[src/hw/rtl/tlmax_pkg.sv]
`timescale 1ns / 1ps
`default_nettype none
// ----------------------------------------------------------------------------
// tlmax_pkg
// Shared types and constants for the thresholded 3x3 local-maximum core.
// ----------------------------------------------------------------------------
package tlmax_pkg;

  // Line store geometry.
  localparam int MaxWidth    = 1024;
  localparam int AddrBits    = $clog2(MaxWidth);
  localparam int MaxHeight   = 4096;
  localparam int SampleBits  = 16;

  // Field widths of the stream and register interfaces.
  localparam int ColBits     = 10;
  localparam int RowBits     = 12;
  localparam int WidthBits   = 11;
  localparam int HeightBits  = 13;
  localparam int CfgDataBits = 16;
  localparam int CfgIdxBits  = 2;

  // Clamp limits and reset values of the registers.
  localparam logic [WidthBits-1:0]  WidthMin    = WidthBits'(3);
  localparam logic [WidthBits-1:0]  WidthMax    = WidthBits'(MaxWidth);
  localparam logic [HeightBits-1:0] HeightMin   = HeightBits'(3);
  localparam logic [HeightBits-1:0] HeightMax   = HeightBits'(MaxHeight);
  localparam logic [WidthBits-1:0]  WidthRst    = WidthBits'(640);
  localparam logic [HeightBits-1:0] HeightRst   = HeightBits'(480);
  // 0.135 in Q2.14, rounded to the nearest code.
  localparam logic [SampleBits-1:0] ThresholdRst = SampleBits'(2212);

  // Register indexes of the configuration port.
  typedef enum logic [CfgIdxBits-1:0] {
    CfgImageWidth      = 2'd0,
    CfgImageHeight     = 2'd1,
    CfgCornerThreshold = 2'd2
  } cfg_reg_e;

  typedef logic signed [SampleBits-1:0] sample_t;

  // One input beat.
  typedef struct packed {
    sample_t response_value;
    logic    frame_start;
  } in_beat_t;

  // One result beat.
  typedef struct packed {
    logic [ColBits-1:0] centre_x;
    logic [RowBits-1:0] centre_y;
    logic               is_corner;
  } out_beat_t;

  // Raster position of a pixel.
  typedef struct packed {
    logic [ColBits-1:0] x;
    logic [RowBits-1:0] y;
  } pos_t;

  // One line store entry: row y-1 and row y-2 of one column.
  typedef struct packed {
    sample_t row_a;
    sample_t row_b;
  } lb_word_t;

  // Access control of the line store.
  typedef struct packed {
    logic                rd_en;
    logic [AddrBits-1:0] rd_addr;
    logic                wr_en;
    logic [AddrBits-1:0] wr_addr;
  } lb_ctrl_t;

  // One column of the 3x3 window, top row first.
  typedef struct packed {
    sample_t top;
    sample_t mid;
    sample_t bot;
  } col_t;

endpackage
`default_nettype wire

[src/hw/rtl/tlmax_nms.sv]
`timescale 1ns / 1ps
`default_nettype none
// ----------------------------------------------------------------------------
// tlmax_nms
// 3x3 window registers and the local-maximum and threshold decision.
// ----------------------------------------------------------------------------
module tlmax_nms (
  input  wire logic                clk_i,
  input  wire logic                rst_ni,
  input  wire logic                shift_i,
  input  wire tlmax_pkg::col_t     col_i,
  input  wire tlmax_pkg::sample_t  threshold_i,
  output logic                     is_corner_o
);

  // Window columns x-2 and x-1; column x arrives on col_i.
  tlmax_pkg::col_t    win_old_q;
  tlmax_pkg::col_t    win_mid_q;
  tlmax_pkg::sample_t centre;
  logic               is_max;

  assign centre = win_mid_q.mid;

  // Ties count as maxima, so the centre only has to be no smaller.
  always_comb begin
    is_max = (centre >= win_old_q.top) && (centre >= win_old_q.mid) &&
             (centre >= win_old_q.bot) && (centre >= win_mid_q.top) &&
             (centre >= win_mid_q.bot) && (centre >= col_i.top) &&
             (centre >= col_i.mid) && (centre >= col_i.bot);
  end

  assign is_corner_o = is_max && (centre > threshold_i);

  // Slide the window by one column per processed beat.
  always_ff @(posedge clk_i or negedge rst_ni) begin
    if (!rst_ni) begin
      win_old_q <= '0;
      win_mid_q <= '0;
    end else if (shift_i) begin
      win_old_q <= win_mid_q;
      win_mid_q <= col_i;
    end
  end

endmodule
`default_nettype wire

[config.mk]
export PLATFORM = sky130hd
export DESIGN_NAME = tlmax_nms
export DESIGN_NICKNAME = d
export VERILOG_FILES = /design/src/hw/rtl/tlmax_pkg.sv /design/src/hw/rtl/tlmax_nms.sv
export SDC_FILE = /design/constraint.sdc
export NUM_CORES = 1
export LEC_CHECK = 0
export ABC_CLOCK_PERIOD_IN_PS = 5200
export BUFFER_PORTS_ARGS = -buffer_cell sky130_fd_sc_hd__buf_2
export CORE_MARGIN = 2
export CORE_UTILIZATION = 32
export CTS_BUF_LIST = sky130_fd_sc_hd__clkbuf_4 sky130_fd_sc_hd__clkbuf_8
export DETAILED_ROUTE_END_ITERATION = 7
export PLACE_DENSITY_LB_ADDON = 0.05
export SETUP_SLACK_MARGIN = 0.4
export SLEW_MARGIN = 10
export SYNTH_ARGS = -nofsm -noshare
export SYNTH_HDL_FRONTEND = slang
export SYNTH_SLANG_ARGS = --single-unit
[constraint.sdc]
create_clock -name clk_i -period 5.2 [get_ports clk_i]
set_input_delay 0.26 -clock clk_i [delete_from_list [all_inputs] [get_ports clk_i]]
set_output_delay 0.26 -clock clk_i [all_outputs]
set_load 0.005 [all_outputs]
==> metrics.yaml <==
outcome:
  status: "complete, no violations"
synth:
  synth_cell_types: 44
  synth_top_area_share_pct: 34.2
  syn_avg_cell_area_sq_um: 8.96
  yosysSeqAreaShare_pct: 34.2
  synth_area_leaders: "dfrtp_1 (34%), ha_1 (26%), inv_1 (7.5%), o21ai_0 (6.2%), nand2_1 (4.7%)"
  syn_inst: 785
  synth-simple-area-share_pct: 12.4
  synth_most_common_cell: "ha_1"
  synth.net_count: 996
  synth_edf_count: 0
  synth-adder-area-share_pct: 25.6
  muxShareOfSynthArea_pct: 4.06
  ys_seq_elements: 96
  synth_top_family_by_area: "adder cells"
  synthXorXnorAreaFrac_pct: 0
  yosys_warnings: 0
  synth_area_sq_mm: 0.00703
  synthTopCellsByCount: "ha_1 (144), inv_1 (141), dfrtp_1 (96), nand2_1 (88), o21ai_0 (87)"
  synthArstFlopShare_pct: 100
  synth_top_cell_by_area: "dfrtp_1"
  synth_flop_cell: "dfrtp_1"
  synth_compound_area_share_pct: 15.2
critical_path:
  end_kind: "output port"
  critPathKind: "flop to output port"
  r2r_end: "centre[7]"
  slowest_stage: "dfrtp_1"
  worstPathRequired_ns: 4.94
  critPathMaxStageDelay_ns: 0.58
  crit_arrival_ns: 3.27
  rr_worst_depth: 1
  start_kind: "flop"
  reg2reg_slack_ns: 4.08
  rr_startpoint: "centre[7]"
  path_max_fanout: 11
  worstPathCellList: "ha_1, nand4_1, nor3_1, a2111oi_1, and4_1, nor4_1, and3_1, buf_2"
route:
  route.met2.wl_mm: 8.93
  wl_met3_um: 616
  drt-vias-per-instance: 4.99
  wl_mm: 20.3
  dr_total_vias: 5651
  antenna_left: 0
  drc_errors: 0
  m1WireLength_mm: 10.6
  drt_iter0_markers: 222
  highest_layer: "met4"
  wl_per_cell_um: 17.9
  dr.pass1.iters: 4
clock_network:
  clk_pin_slew_worst_paths_ns: 0.11
  cts_sinks: 96
  cts_made_buffers: 9
  cts_buffer_depth: 2
  clk_latency_ns: 0.39
  postCtsResizedCells: 0
  h-tree-depth: 3
  cts_tree: "yes"
  cts_root_buf: "clkbuf_8"
sta:
  hold_violations: 0
  rsz0062_at_grt: "false"
  clock_skew_ns: 0.0205
  period_share_pct: 67.8
  worst_pin_slew_ns: 0.781
  maxSlewHeadroom_pct: 47.9
  slew_viol_final: 0
  setup_tns_ns: 0
  period_needed_ns: 3.53
  fmax_mhz: 284
  setup_viol: 0
die:
  start_util_pct: 32.4
  core_area_sq_mm: 0.0217
  dieArea_sq_mm: 0.0232
  die_x_um: 152
  die_h_um: 152
  ios: 68
  rows: 54
grt:
  grt_use_total_pct: 18.1
  grt_overflow_total: 0
  grt_max_degree: 64
  grt_first_pass_wirelength_mm: 32.8
  antenna_found_initial: 0
  grt_pass1_vias: 5968
hold_path:
  min_path_cells: 3
  hp-class: "primary input to flop"
  hold_path_end: "win_mid_q[34]"
  min-delay-start: "col_i[34]"
placed_design:
  place_congestion: 0.865
  portBuffers: 67
  dp_hpwl_mm: 16.3
power_and_ir_drop:
  power_density_mw_per_mm2: 258
  power_mw: 2.03
  p_leak_nw: 4.09
  vdd_drop_max_uv: 114
layout:
  finish.utilization_pct: 36.3
  area_growth_pct: 11.9
  fill_cells: 2267
  drive_gt1_share_pct: 13.1
  antenna_cells: 0
  final_net_count: 1059
job:
  maxCapViolations: 0
[layout by cell type (no fill, tap or decap), types with 2 or more instances in the layout]
cell and instances:
a2111oi_0 3, a2111oi_1 2, a211oi_1 9, a21boi_0 2
a21o_1 18, a21oi_1 45, a221oi_1 2, and2_1 3
and3_1 2, buf_2 65, buf_4 5, clkbuf_8 9
clkinv_4 2, clkinvlp_4 2, dfrtp_1 96, ha_1 144
inv_1 141, inv_8 2, mux2_2 20, mux2i_1 6
nand2_1 88, nand3_1 20, nand4_1 30, nor2_1 7
nor2b_1 7, nor3_1 6, nor4_1 4, nor4b_2 2
o211ai_1 3, o21ai_0 87, o21bai_1 2
[sequential cells by signal, indices dropped and copies added (netlist names)]
signal     cells
centre        16
win_mid_q     32
win_old_q     48
[area by class of cell]
type	count	area, sq um	share of cell area (%)
clock buffer	9	124	1.57
multi-input combinational	529	4030	51.2
sequential	96	2400	30.5
clock inverter	7	63.8	0.811
tap	280	350	4.45
timing repair buffer	71	373	4.74
inverter	141	529	6.72
[cells by family after synthesis]
logic type               count (synthesis)
buffers and inverters                  160
flip-flops                              96
AND/OR/NAND/NOR                        176
multiplexers                            26
AO/OA/AOI/OAI                          183
adder cells (fa/ha/maj)                144
[critical path, delay by kind of cell (launching register included)]
kind / cells / cell delay [ns]
adder cells (fa/ha/maj): 1 / 0.42
flip-flops: 1 / 0.58
AO/OA/AOI/OAI: 1 / 0.19
buffers and inverters: 1 / 0.12
AND/OR/NAND/NOR: 5 / 1.57
[power breakdown]
group,internal (mW),total (mW),switching [mW]
Clock,0.184,0.495,0.310
Sequential,0.823,0.902,0.0792
Combinational,0.268,0.635,0.367
[worst max-delay path by stage]
| stage | start | depth (start not counted) | endpoint | slack [ns] |
|---|---|---|---|---|
| detailed placement | centre[15] | 8 | is_corner_o | 2.14 |
| CTS | centre[15] | 8 | is_corner_o | 1.68 |
| floorplan | centre[15] | 8 | is_corner_o | 2.79 |
| global placement | centre[15] | 8 | is_corner_o | 2.13 |
| finish | centre[15] | 8 | is_corner_o | 1.67 |
| global route | centre[11] | 8 | is_corner_o | 1.50 |
[repair_timing]
action / in CTS / in global routing
setup buffers: 0 / 0
hold endpoints to repair: 37 / 0
hold buffers: 1 / 0
[through the flow]
stage,setup slack (ns),std cells,hold slack (ns),instance area (sq um)
after floorplan,2.79,785,-0.0356,7030
after global placement,2.13,1116,0.276,7670
after detailed placement,2.14,1116,0.276,7670
after CTS,1.68,1133,0.0678,7870
after global routing,1.50,1133,0.0803,7870
final,1.67,1133,0.0919,7870
[layer usage]
metal,global-route usage (%),vias up
met5,0,-
met4,4.14,0
met3,2.73,16
met2,28.1,94
met1,26.5,2686
li1,-,2855
No activity file was read; power rests on OpenSTA's default activity.
