[src/hw/rtl/tlmax_pkg.sv]
`timescale 1ns / 1ps
`default_nettype none
// ----------------------------------------------------------------------------
// tlmax_pkg
// Shared types and constants for the thresholded 3x3 local-maximum core.
// ----------------------------------------------------------------------------
package tlmax_pkg;

  // Line store geometry.
  localparam int MaxWidth    = 1024;
  localparam int AddrBits    = $clog2(MaxWidth);
  localparam int MaxHeight   = 4096;
  localparam int SampleBits  = 16;

  // Field widths of the stream and register interfaces.
  localparam int ColBits     = 10;
  localparam int RowBits     = 12;
  localparam int WidthBits   = 11;
  localparam int HeightBits  = 13;
  localparam int CfgDataBits = 16;
  localparam int CfgIdxBits  = 2;

  // Clamp limits and reset values of the registers.
  localparam logic [WidthBits-1:0]  WidthMin    = WidthBits'(3);
  localparam logic [WidthBits-1:0]  WidthMax    = WidthBits'(MaxWidth);
  localparam logic [HeightBits-1:0] HeightMin   = HeightBits'(3);
  localparam logic [HeightBits-1:0] HeightMax   = HeightBits'(MaxHeight);
  localparam logic [WidthBits-1:0]  WidthRst    = WidthBits'(640);
  localparam logic [HeightBits-1:0] HeightRst   = HeightBits'(480);
  // 0.135 in Q2.14, rounded to the nearest code.
  localparam logic [SampleBits-1:0] ThresholdRst = SampleBits'(2212);

  // Register indexes of the configuration port.
  typedef enum logic [CfgIdxBits-1:0] {
    CfgImageWidth      = 2'd0,
    CfgImageHeight     = 2'd1,
    CfgCornerThreshold = 2'd2
  } cfg_reg_e;

  typedef logic signed [SampleBits-1:0] sample_t;

  // One input beat.
  typedef struct packed {
    sample_t response_value;
    logic    frame_start;
  } in_beat_t;

  // One result beat.
  typedef struct packed {
    logic [ColBits-1:0] centre_x;
    logic [RowBits-1:0] centre_y;
    logic               is_corner;
  } out_beat_t;

  // Raster position of a pixel.
  typedef struct packed {
    logic [ColBits-1:0] x;
    logic [RowBits-1:0] y;
  } pos_t;

  // One line store entry: row y-1 and row y-2 of one column.
  typedef struct packed {
    sample_t row_a;
    sample_t row_b;
  } lb_word_t;

  // Access control of the line store.
  typedef struct packed {
    logic                rd_en;
    logic [AddrBits-1:0] rd_addr;
    logic                wr_en;
    logic [AddrBits-1:0] wr_addr;
  } lb_ctrl_t;

  // One column of the 3x3 window, top row first.
  typedef struct packed {
    sample_t top;
    sample_t mid;
    sample_t bot;
  } col_t;

endpackage
`default_nettype wire

[src/hw/rtl/tlmax_pos.sv]
`timescale 1ns / 1ps
`default_nettype none
// ----------------------------------------------------------------------------
// tlmax_pos
// Raster position counters with frame-start restart and clamped frame size.
// ----------------------------------------------------------------------------
module tlmax_pos (
  input  wire logic                                clk_i,
  input  wire logic                                rst_ni,
  input  wire logic                                accept_i,
  input  wire logic                                frame_start_i,
  input  wire logic [tlmax_pkg::WidthBits-1:0]     width_i,
  input  wire logic [tlmax_pkg::HeightBits-1:0]    height_i,
  output tlmax_pkg::pos_t                          pos_o
);

  logic [tlmax_pkg::ColBits-1:0]    col_q, col_d;
  logic [tlmax_pkg::RowBits-1:0]    row_q, row_d;
  logic [tlmax_pkg::WidthBits-1:0]  eff_width;
  logic [tlmax_pkg::HeightBits-1:0] eff_height;
  logic [tlmax_pkg::WidthBits-1:0]  col_inc;
  logic [tlmax_pkg::HeightBits-1:0] row_inc;

  // Position of the beat at the input: a frame start restarts at the origin.
  assign pos_o.x = frame_start_i ? '0 : col_q;
  assign pos_o.y = frame_start_i ? '0 : row_q;

  // Out-of-range frame sizes act as the nearest legal size.
  always_comb begin
    if (width_i < tlmax_pkg::WidthMin) begin
      eff_width = tlmax_pkg::WidthMin;
    end else if (width_i > tlmax_pkg::WidthMax) begin
      eff_width = tlmax_pkg::WidthMax;
    end else begin
      eff_width = width_i;
    end
    if (height_i < tlmax_pkg::HeightMin) begin
      eff_height = tlmax_pkg::HeightMin;
    end else if (height_i > tlmax_pkg::HeightMax) begin
      eff_height = tlmax_pkg::HeightMax;
    end else begin
      eff_height = height_i;
    end
  end

  // Advance in raster order, wrapping at the end of a row and of the frame.
  always_comb begin
    col_inc = {1'b0, pos_o.x} + tlmax_pkg::WidthBits'(1);
    row_inc = {1'b0, pos_o.y} + tlmax_pkg::HeightBits'(1);
    col_d   = col_q;
    row_d   = row_q;
    if (accept_i) begin
      if (col_inc >= eff_width) begin
        col_d = '0;
        row_d = (row_inc >= eff_height) ? '0 : row_inc[tlmax_pkg::RowBits-1:0];
      end else begin
        col_d = col_inc[tlmax_pkg::ColBits-1:0];
        row_d = pos_o.y;
      end
    end
  end

  always_ff @(posedge clk_i or negedge rst_ni) begin
    if (!rst_ni) begin
      col_q <= '0;
      row_q <= '0;
    end else begin
      col_q <= col_d;
      row_q <= row_d;
    end
  end

endmodule
`default_nettype wire

[config.mk]
export PLATFORM = sky130hd
export DESIGN_NAME = tlmax_pos
export DESIGN_NICKNAME = d
export VERILOG_FILES = /design/src/hw/rtl/tlmax_pkg.sv /design/src/hw/rtl/tlmax_pos.sv
export SDC_FILE = /design/constraint.sdc
export NUM_CORES = 1
export LEC_CHECK = 0
export BUFFER_PORTS_ARGS = -buffer_cell sky130_fd_sc_hd__buf_4
export CORE_UTILIZATION = 28
export DETAILED_ROUTE_END_ITERATION = 10
export PLACE_DENSITY = 0.48
export SLEW_MARGIN = 10
export SYNTH_ARGS = -nofsm -noshare
export SYNTH_HDL_FRONTEND = slang
export SYNTH_SLANG_ARGS = --single-unit
[constraint.sdc]
create_clock -name clk_i -period 2.74 [get_ports clk_i]
set_input_delay 0 -clock clk_i [delete_from_list [all_inputs] [get_ports clk_i]]
set_output_delay 0 -clock clk_i [all_outputs]
set_load 0.01 [all_outputs]
==> impl_results.md, run 1 <==
* Run status: finished, violations left
* Violated checks: setup timing
* Number of hold violations in the final report at 0
* Number of cell rows at 32
* CTS Buffer Depth at 2
* Met2 wirelength from detailed routing at roughly 2900 µm
* Peak clock frequency supported by timing at roughly 0.35 GHz
* Clock tree from TritonCTS: yes
* Drt via density at about 4.9
* Count of flip-flops with a built-in enable after synthesis at 0
* Most repeated library cell on the critical path: sky130_fd_sc_hd__a21o_1
* Ordered cell list for the critical path: nor2b_4, ha_4, nand4_1, nor3b_2, and3_4, xor2_2, ha_1, a21o_1, a21o_1, a21oi_2, o21ai_4, and2_4, a32o_2
* Initial Utilization at between 20 and 30%
* Most common cell after layout, fill and taps aside: sky130_fd_sc_hd__buf_4
* Total of flip-flops plus latches after synthesis at 22
* Die outline width at between 90 and 100 µm
* DRT Pass-1 Iters at 4
* Total design power at around 800 µW
* Clock Skews at 0.00833 ns
* Routed met1 length at 3020 µm
* Highest routing layer actually used: met4
* Tightest Hold Check Type: in -> reg
* Clock Pin Slew Worst Setup and Hold Paths at 0.09 ns
* Post-route clock period utilization at 104%
* Share of layout cells above drive strength 1 at between 30% and 40%
* Remaining DRCs at 0
* First-pass GRT wire length at approximately 10000 µm
* Tightest hold margin at ~0.086 ns
* Highest-count cells in the layout ignoring fill and taps: 94 x sky130_fd_sc_hd__buf_4, 37 x sky130_fd_sc_hd__nand2_1, 24 x sky130_fd_sc_hd__ha_1, 22 x sky130_fd_sc_hd__dfrtp_1
* Most common flop cell mapped by yosys: sky130_fd_sc_hd__dfrtp_1
* Crit path max fanout at 6
* Detailed-route via count at approximately 2200
* Full die area at between 8000 and 9000 µm²
* Count of routing violations after the opening detailed-route iteration at 83
* Count of antenna-violating nets left after detailed routing at 0
* Count of buffers inserted at the top-level ports at 49
* Placer's final routability congestion estimate at slightly below 0.8
* Root cell of the clock tree: sky130_fd_sc_hd__clkbuf_8
* Fin worst setup slack at -0.117 ns
* GRT Overall Usage at between 10% and 20%
* Worst Reg2Reg Path Length in Cells at 13
* Worst skew pair latency at between 0.2 and 0.3 ns
* HPWL after detailed placement at about 4900 µm
* Standard cell with the maximum stage delay on the critical path: sky130_fd_sc_hd__dfrtp_1
* Final Max Tran Viols at 0
* Reported leakage power at ~0.0016 µW
* Routed wire length per instance at 13.3 µm
* Headroom to the max-slew limit at between 50% and 60%
* Wire length on met3 at between 100 and 150 µm
* Count of warnings emitted by yosys at 0
* Post-Syn Area at roughly 2200 µm²
* MaxCap Viol Count at 0
* Fraction of synthesis flops using an asynchronous set or reset pin at 100%
* Final non-filler cell area at roughly 3200 µm²
* Antenna violations before repair at 0
* Startpoint type of the worst setup path: flop
* Max VDD drop at approximately 140 µV
* Nets at around 410
* Transition time at the pin with the least slew margin at ~0.75 ns
* Mean post-synth cell area at around 8.6 µm²
* CP Data Arrival Time at ~3.0 ns
* ANT cells at 0
* Worst setup slack before clock tree synthesis at -0.130 ns
* Total Wirelength at roughly 6100 µm
* Number of global-route vias before repair at between 2000 and 2500
* Placed inst area at between 3000 and 4000 µm²
* Sum of overflow across all layers after global routing at 0
* Cell variety after synth at 53
* Gate count of the mapped netlist at 263
* H-tree lvl count at 1
* Endpoint type of the worst setup path: flop
* Path type of the worst setup path: reg -> reg
* Floorplan Core Area at about 7800 µm²
* Largest stage delay on the critical path at about 0.35 ns
* Data required time of the worst path at ~2.9 ns
* Synth Net Count at approximately 320
* PD cells at ~250 nW/µm²
* Final setup fails at 19
* Seq/Total Area, Yosys at roughly a quarter
* Die boundary height at about 92 µm
* Worst hold path stage count at 3
* Maximum number of pins on one net before global-route repair at 23
* CTS buffer count at 3
* Growth of design area from synthesis to finish at 43.9%
* RSZ-0062 raised after global routing: true
* Clock sink total at 22
* Number of top-level pins at 50
* Min Tclk post-route at between 2 and 3 ns
[where the power goes]
part	switching, µW	leakage (µW)	internal (µW)
combinational	126	0.00126	126
clock	109	0.0000216	98.3
sequential	8.74	0.000300	335
total	244	0.00158	559
[routing by layer]
layer,GRT usage [%],vias up
met5,0,-
met4,2.38,0
met3,2.57,6
met2,25.1,25
met1,21.0,1066
li1,-,1141
[state kept, by name, indices dropped and copies added (netlist names)]
name,cells
col_q,10
row_q,12
[kinds of logic (layout without fill, tap and decap cells)]
group | count (synthesis) | in the layout | share of synthesized area, %
XOR/XNOR | 16 | 16 | 6.90
AO/OA/AOI/OAI | 63 | 63 | 20.0
buffers and inverters | 20 | 112 | 4.23
adder cells (fa/ha/maj) | 26 | 26 | 14.5
AND/OR/NAND/NOR | 116 | 116 | 29.9
flip-flops | 22 | 22 | 24.5
[layout make-up]
class / count / area [µm²]
inverter: 9 / 33.8
fill: 821 / 4530
clock buffer: 3 / 41.3
timing repair buffer: 100 / 772
sequential: 22 / 551
tap: 102 / 128
multi-input combinational: 221 / 1710
[metrics by stage]
stage,instances,setup TNS [ns],util (%)
after global routing,457,-5.83,41.7
final,457,-1.21,41.7
after CTS,454,-1.39,40.5
after global placement,445,-0.663,39.2
after floorplan,263,-0.514,-
after detailed placement,445,-1.62,39.2
[cells in the mapped netlist (5+ instances only)]
| master | number | share of area [%] |
|---|---|---|
| sky130_fd_sc_hd__a21oi_1 | 16 | 3.6 |
| sky130_fd_sc_hd__nand2_1 | 38 | 6.3 |
| sky130_fd_sc_hd__ha_1 | 26 | 14 |
| sky130_fd_sc_hd__nor2b_1 | 19 | 5.3 |
| sky130_fd_sc_hd__nand3_1 | 8 | 1.8 |
| sky130_fd_sc_hd__o21ai_1 | 8 | 1.8 |
| sky130_fd_sc_hd__xor2_1 | 7 | 2.7 |
| sky130_fd_sc_hd__a32oi_1 | 5 | 1.9 |
| sky130_fd_sc_hd__o2bb2ai_1 | 8 | 3.1 |
| sky130_fd_sc_hd__dfrtp_1 | 22 | 24 |
| sky130_fd_sc_hd__and3_1 | 5 | 1.4 |
| sky130_fd_sc_hd__inv_1 | 6 | 1.0 |
| sky130_fd_sc_hd__nand4_1 | 7 | 1.9 |
| sky130_fd_sc_hd__nor2_1 | 8 | 1.3 |
| sky130_fd_sc_hd__nor3_1 | 5 | 1.1 |
| sky130_fd_sc_hd__xnor2_1 | 7 | 2.7 |
[worst max-delay path, delay by kind of cell, from the launching register on]
kind                     cells  cell delay, ns
AO/OA/AOI/OAI                5            0.90
AND/OR/NAND/NOR              5            0.95
flip-flops                   1            0.35
XOR/XNOR                     1            0.15
adder cells (fa/ha/maj)      2            0.40
[repair_timing]
item                       in CTS  in global routing
buffers inserted                5                  4
hold endpoints to repair       22                  0
resized for setup               5                 13
setup endpoints to repair      17                 22
pin swaps                       3                 14
hold buffers                    1                  0
[path summary, 6_finish.rpt]
check	slack, ns	endpoint	startpoint
worst min-delay path	0.09	col_q[5]	accept_i
worst max register to register	-0.12	row_q[11]	col_q[1]
worst min register to register	0.49	col_q[6]	col_q[6]
worst max-delay path	-0.12	row_q[11]	col_q[1]
min in group asynchronous	0.16	row_q[10]	rst_ni
max in group asynchronous	2.33	row_q[2]	rst_ni
Power figures use the tool's default switching activity.
==> inputs of run 2 (changes only) <==
Clock period 2.74 ns to 2.55 ns, I/O delays scaled along.
==> run 2 against run 1 <==
Effect of this change: the run still ends with setup timing left; count of clock-buffer cells in the layout stayed put; cell count is 3.1% higher; global-route usage is 0.77 points higher; clock power is 5% higher; sequential power is 6.7% higher.
==> impl_results.md, run 2 (same netlist as run 1, synthesis figures left out) <==
* Run status: finished, violations left
* Violated checks: setup timing
* GRT Overall Usage at 15.9% (+0.77 points)
* Endpoint type of the worst setup path: flop
* Count of antenna-violating nets left after detailed routing at 0 (unchanged)
* Growth of design area from synthesis to finish at 47.6%
* Register containing the most flip-flops in the final layout: row_q
* Buffering stage count on the worst path with inverters included at 0 (unchanged)
* Root cell of the clock tree: sky130_fd_sc_hd__clkbuf_8
* Die outline width at 91.6 µm (unchanged)
* Antenna violations before repair at 0 (unchanged)
* Crit path max fanout at 6 (unchanged)
* Placer's final routability congestion estimate at 0.782 (-0.98%)
* Drt via density at 4.75 (-3.1%)
* Largest registers: row_q x12, col_q x10
* Highest-count cells in the layout ignoring fill and taps: 109 x sky130_fd_sc_hd__buf_4, 38 x sky130_fd_sc_hd__nand2_1, 24 x sky130_fd_sc_hd__ha_1, 22 x sky130_fd_sc_hd__dfrtp_1, 16 x sky130_fd_sc_hd__a21oi_1
* DRT Pass-1 Iters at 4 (unchanged)
* Count of buffers inserted at the top-level ports at 49 (unchanged)
* Ordered cell list for the critical path: nor2b_4, ha_4, nand4_1, nor3b_2, and3_4, xor2_2, ha_1, a21o_1, a21o_1, a21oi_2, o21ai_4, and2_4, a32o_2
* Total Wirelength at 6380 µm (+5.0%)
* Peak clock frequency supported by timing at 0.357 GHz (+2.0%)
* Tightest Hold Check Type: in -> reg
* Clock Pin Slew Worst Setup and Hold Paths at 0.08 ns (about the same)
* Number of global-route vias before repair at 2299 (+3.5%)
* Post-Place Cells at 459 (+3.1%)
* Reported leakage power at 0.00165 µW (+4.3%)
* Data required time of the worst path at 2.71 ns (-0.18 ns)
* Clock tree from TritonCTS: yes
* CTS buffer count at 3 (unchanged)
* Startpoint type of the worst setup path: flop
* Hold Startpoint: accept_i
* Count of routing violations after the opening detailed-route iteration at 63 (-24%)
* Global routing met1 resource utilization at 21.8% (+0.83 points)
* Cell type group with the largest total delay on the critical path: simple AND/OR/NAND/NOR gates
* Most common cell after layout, fill and taps aside: sky130_fd_sc_hd__buf_4
* Routed wire length per instance at 13.5 µm (+1.8%)
* Initial Utilization at 29.0% (unchanged)
* Endpoint of the worst hold-timing path: col_q[7]
* Fin worst setup slack at -0.251 ns (-0.133 ns)
* Largest stage delay on the critical path at 0.35 ns (about the same)
* Total negative slack for setup checks at -4.58 ns (-3.37 ns)
* Detailed-route via count at 2235 (-0.13%)
* Worst hold path stage count at 3 (unchanged)
* Nets at 425 (+3.4%)
* Floorplan Core Area at 7770 µm² (unchanged)
* Clock Skews at 0.00468 ns (-0.00366 ns)
* Standard cell with the maximum stage delay on the critical path: sky130_fd_sc_hd__dfrtp_1
* RSZ-0062 raised after global routing: true
* First-pass GRT wire length at 10800 µm (+5.2%)
* GR peak layer: met2
* Transition time at the pin with the least slew margin at 0.809 ns (+0.0606 ns)
* Die boundary height at 91.6 µm (unchanged)
* Headroom to the max-slew limit at 46.0% (-4.0 points)
* Number of non-filler instances in the completed layout at 471 (+3.1%)
* Share of layout cells above drive strength 1 at 40.1% (+0.67 points)
* Number of top-level pins at 50 (unchanged)
* CTS Buffer Depth at 2 (unchanged)
* Setup slack of the worst register-to-register path at -0.25 ns (-0.13 ns)
* ANT cells at 0 (unchanged)
* Min Tclk post-route at 2.80 ns (-0.0566 ns)
* Number of cell rows at 32 (unchanged)
* Remaining DRCs at 0 (unchanged)
* Sum of overflow across all layers after global routing at 0 (unchanged)
* CP Data Arrival Time at 2.96 ns (-0.05 ns)
* Path type of the worst setup path: reg -> reg
* Post-route clock period utilization at 110% (+5.5 points)
* Met3 Track Usage GR at 2.65% (+0.083 points)
* Worst skew pair latency at 0.26 ns (about the same)
* Most repeated library cell on the critical path: sky130_fd_sc_hd__a21o_1
* Number of hold violations in the final report at 0 (unchanged)
* H-tree lvl count at 1 (unchanged)
* Maximum number of pins on one net before global-route repair at 23 (unchanged)
* PD cells at 259 nW/µm² (+4.3%)
* Reg2reg end: row_q[11]
* Final setup fails at 22 (+3)
* Worst Reg2Reg Path Length in Cells at 13 (unchanged)
* MaxCap Viol Count at 0 (unchanged)
* Met2 Usage GRT at 26.7% (+1.6 points)
* HPWL after detailed placement at 5130 µm (+5.6%)
* Clock sink total at 22 (unchanged)
* Full die area at 8400 µm² (unchanged)
* Flip-flop count of the largest register after layout at 12 (unchanged)
* Final Max Tran Viols at 0 (unchanged)
* Max VDD drop at 154 µV (+12%)
* Worst flop-to-flop path startpoint: col_q[1]
[run 2: where the power goes]
group          internal, µW  switching (µW)
Clock                   105             112
Sequential              360            7.19
Combinational           137             137
[run 2: worst max path at each step]
stage | slack, ns | depth (start not counted) | from | to
finish | -0.25 | 13 | col_q[1] | row_q[11]
global route | -0.46 | 14 | col_q[1] | row_q[5]
CTS | -0.25 | 13 | col_q[0] | row_q[0]
detailed placement | -0.26 | 14 | col_q[1] | row_q[10]
global placement | -0.20 | 14 | col_q[0] | row_q[6]
floorplan | -0.30 | 14 | col_q[0] | row_q[11]
[run 2: stage by stage]
step	hold WS (ns)	power [µW]	worst slack, ns	area [µm²]	util (%)
detailed placement	-0.0789	646	-0.258	3170	40.8
global route	0.0996	919	-0.463	3320	42.7
CTS	0.0871	873	-0.248	3270	42.2
global placement	-0.0806	643	-0.204	3170	40.8
finish	0.0931	858	-0.251	3320	42.7
floorplan	-0.296	516	-0.297	2340	-
[run 2: repair_timing]
item / in CTS / in global routing
resized for setup: 3 / 5
hold endpoints to repair: 22 / 0
cloned: 0 / 0
pin swaps: 1 / 6
endpoints found under the setup margin: 22 / 22
buffers inserted: 6 / 2
hold buffers: 1 / 0
[run 2: layer usage]
layer  part of all wire (%)  vias to the layer above
li1                       -                     1166
met1                     50                     1044
met2                     47                       23
met3                    2.2                        2
met4                   0.33                        0
met5                      0                        -
[run 2: worst reg2reg max path: stages (launching register included)]
cell and delay, ns:
sky130_fd_sc_hd__dfrtp_1 0.35, sky130_fd_sc_hd__nor2b_4 0.17, sky130_fd_sc_hd__ha_4 0.14, sky130_fd_sc_hd__nand4_1 0.09, sky130_fd_sc_hd__nor3b_2 0.25, sky130_fd_sc_hd__and3_4 0.23
sky130_fd_sc_hd__xor2_2 0.15, sky130_fd_sc_hd__ha_1 0.26, sky130_fd_sc_hd__a21o_1 0.16, sky130_fd_sc_hd__a21o_1 0.16, sky130_fd_sc_hd__a21oi_2 0.20, sky130_fd_sc_hd__o21ai_4 0.12
sky130_fd_sc_hd__and2_4 0.20, sky130_fd_sc_hd__a32o_2 0.23
[run 2: layout make-up]
class	instances	area [µm²]
fillers	811	4450
flip-flops and latches	22	551
repair buffers	114	873
multi-input cells	221	1690
clock buffers	3	41.3
well taps	102	128
inverters	9	33.8
==> inputs of run 3 (changes only) <==
Settings changed: CELL_PAD_IN_SITES_DETAIL_PLACEMENT set to 0, CELL_PAD_IN_SITES_GLOBAL_PLACEMENT set to 1, PLACE_DENSITY 0.48 to 0.59.
Clock period 2.55 ns to 3.4 ns, I/O delays scaled along.
==> run 3 against run 2 <==
Effect of this change: the flow now finishes without violations; critical endpoint unchanged; die area unchanged; cell count decreased by 13%; count of clock-buffer cells in the layout unchanged; combinational power decreased by 43%; worst hold slack improved by 0.0085 ns; wire length decreased by 7.9%; largest cell class unchanged.
==> impl_results.md, run 3 (same netlist as run 1, synthesis figures left out) <==
* Transition time at the pin with the least slew margin at 0.710 ns (-0.0990 ns)
* Root cell of the clock tree: sky130_fd_sc_hd__clkbuf_8
* Final non-filler cell area at 2780 µm² (-16%)
* Startpoint type of the worst setup path: flop
* Highest-count cells in the layout ignoring fill and taps: 54 x sky130_fd_sc_hd__buf_4, 38 x sky130_fd_sc_hd__nand2_1, 25 x sky130_fd_sc_hd__ha_1, 22 x sky130_fd_sc_hd__dfrtp_1, 18 x sky130_fd_sc_hd__nor2b_1
* Min Tclk post-route at 3.18 ns (+0.382 ns)
* CTS Buffer Depth at 2 (unchanged)
* Placer's final routability congestion estimate at 0.750 (-4.1%)
* Headroom to the max-slew limit at 52.6% (+6.6 points)
* Number of cell rows at 32 (unchanged)
* Nets at 366 (-14%)
* Remaining DRCs at 0 (unchanged)
* Met2 Usage GRT at 23.1% (-3.6 points)
* Number of top-level pins at 50 (unchanged)
* CTS buffer count at 3 (unchanged)
* Run status: complete, no violations
* Total Wirelength at 5880 µm (-7.9%)
* ANT cells at 0 (unchanged)
* Layout fillers at 845 (+4.2%)
* HPWL after detailed placement at 4690 µm (-8.7%)
* Placed inst area at 2720 µm² (-14%)
* Final Max Tran Viols at 0 (unchanged)
* Sum of overflow across all layers after global routing at 0 (unchanged)
* Count of buffers inserted at the top-level ports at 49 (unchanged)
* Endpoint type of the worst setup path: flop
* Growth of design area from synthesis to finish at 23.5%
* Clock Pin Slew Worst Setup and Hold Paths at 0.08 ns (about the same)
* Detailed-route via count at 2022 (-9.5%)
* Worst skew pair latency at 0.26 ns (about the same)
* GR peak layer: met2
* Data required time of the worst path at 3.55 ns (+0.84 ns)
* Drt via density at 4.91 (+3.4%)
* Crit path max fanout at 7 (+1)
* Clock tree from TritonCTS: yes
* Final setup fails at 0 (-100%)
* Die boundary height at 91.6 µm (unchanged)
* Die outline width at 91.6 µm (unchanged)
* Met3 Track Usage GR at 1.99% (-0.66 points)
* Register containing the most flip-flops in the final layout: row_q
* GRT Overall Usage at 14.3% (-1.6 points)
* H-tree lvl count at 1 (unchanged)
* Clock sink total at 22 (unchanged)
* Max VDD drop at 93.9 µV (-39%)
* Tightest Hold Check Type: in -> reg
* Number of hold violations in the final report at 0 (unchanged)
* Flip-flop count of the largest register after layout at 12 (unchanged)
* PD cells at 216 nW/µm² (-16%)
* First-pass GRT wire length at 9540 µm (-12%)
* Routed wire length per instance at 14.3 µm (+5.3%)
* Reported leakage power at 0.00133 µW (-19%)
* Clock Skews at 0.00161 ns (-0.00307 ns)
* Number of global-route vias before repair at 1922 (-16%)
* Fin worst setup slack at 0.218 ns (+0.468 ns)
* Floorplan Core Area at 7770 µm² (unchanged)
* CP Data Arrival Time at 3.34 ns (+0.38 ns)
* Post-route clock period utilization at 93.6% (-16 points)
* Path type of the worst setup path: reg -> reg
* Worst setup slack before clock tree synthesis at 0.185 ns (+0.443 ns)
* Largest registers: row_q x12, col_q x10
* Most common cell after layout, fill and taps aside: sky130_fd_sc_hd__buf_4
* Initial Utilization at 29.0% (unchanged)
* Maximum number of pins on one net before global-route repair at 23 (unchanged)
* Peak clock frequency supported by timing at 0.314 GHz (-12%)
* MaxCap Viol Count at 0 (unchanged)
* Total negative slack for setup checks at 0 ns (+4.58 ns)
* Share of layout cells above drive strength 1 at 25.8% (-14 points)
* Count of routing violations after the opening detailed-route iteration at 102 (+62%)
* Full die area at 8400 µm² (unchanged)
* Global routing met1 resource utilization at 21.1% (-0.74 points)
* Count of antenna-violating nets left after detailed routing at 0 (unchanged)
* Antenna violations before repair at 0 (unchanged)
* RSZ-0062 raised after global routing: false
* DRT Pass-1 Iters at 4 (unchanged)
[run 3: timing repair]
action / CTS / global route
setup buffers: 0 / 0
endpoints found under the hold margin: 22 / 0
gates resized for setup: 0 / 3
hold buffers: 1 / 0
endpoints found under the setup margin: 0 / 10
[run 3: metrics by stage]
| step | instances | hold slack, ns | utilization, % | power, µW |
|---|---|---|---|---|
| floorplan | 263 | -0.296 | - | 375 |
| global placement | 408 | -0.0766 | 35.0 | 443 |
| detailed placement | 408 | -0.0749 | 35.0 | 444 |
| CTS | 412 | 0.0937 | 35.7 | 614 |
| global route | 412 | 0.0970 | 35.8 | 641 |
| finish | 412 | 0.102 | 35.8 | 601 |
[run 3: report_power, final]
part | switching (µW) | total, µW | internal, µW | leakage [µW]
registers | 10.5 | 280 | 270 | 0.000300
clock network | 84.6 | 164 | 79.1 | 0.0000216
logic | 87.4 | 157 | 69.8 | 0.00101
total | 182 | 601 | 419 | 0.00133
[run 3: layout make-up]
type	instances	area [µm²]	share of cell area [%]
Inverter	9	33.8	1.22
Tap cell	102	128	4.59
Clock buffer	3	41.3	1.49
Multi-Input combinational cell	221	1610	57.9
Timing Repair Buffer	55	415	14.9
Sequential cell	22	551	19.8
[run 3: final timing paths]
check,start,endpoint,slack (ns),cells after the start
max,col_q[1],row_q[11],0.22,13
min,accept_i,col_q[2],0.10,3
max reg2reg,col_q[1],row_q[11],0.22,13
min reg2reg,col_q[6],col_q[6],0.49,1
max in group asynchronous,rst_ni,col_q[4],2.99,2
min in group asynchronous,rst_ni,row_q[10],0.17,2
[run 3: per-layer routing]
| layer | routed length (µm) | vias to the layer above | part of all wire [%] |
|---|---|---|---|
| met5 | 0 | - | 0 |
| met4 | 14 | 0 | 0.24 |
| met3 | 118 | 2 | 2.0 |
| met2 | 2710 | 21 | 46 |
| met1 | 3030 | 944 | 52 |
| li1 | - | 1055 | - |
[run 3: critical path: stages (launching register included)]
cell	delay, ns
sky130_fd_sc_hd__dfrtp_1	0.39
sky130_fd_sc_hd__nor2b_1	0.20
sky130_fd_sc_hd__ha_2	0.23
sky130_fd_sc_hd__nand4_1	0.10
sky130_fd_sc_hd__nor3b_2	0.24
sky130_fd_sc_hd__and3_1	0.22
sky130_fd_sc_hd__xor2_1	0.21
sky130_fd_sc_hd__ha_1	0.28
sky130_fd_sc_hd__a21o_1	0.18
sky130_fd_sc_hd__a21o_1	0.18
sky130_fd_sc_hd__a21oi_2	0.20
sky130_fd_sc_hd__o21ai_4	0.13
sky130_fd_sc_hd__and2_2	0.25
sky130_fd_sc_hd__a32o_2	0.27
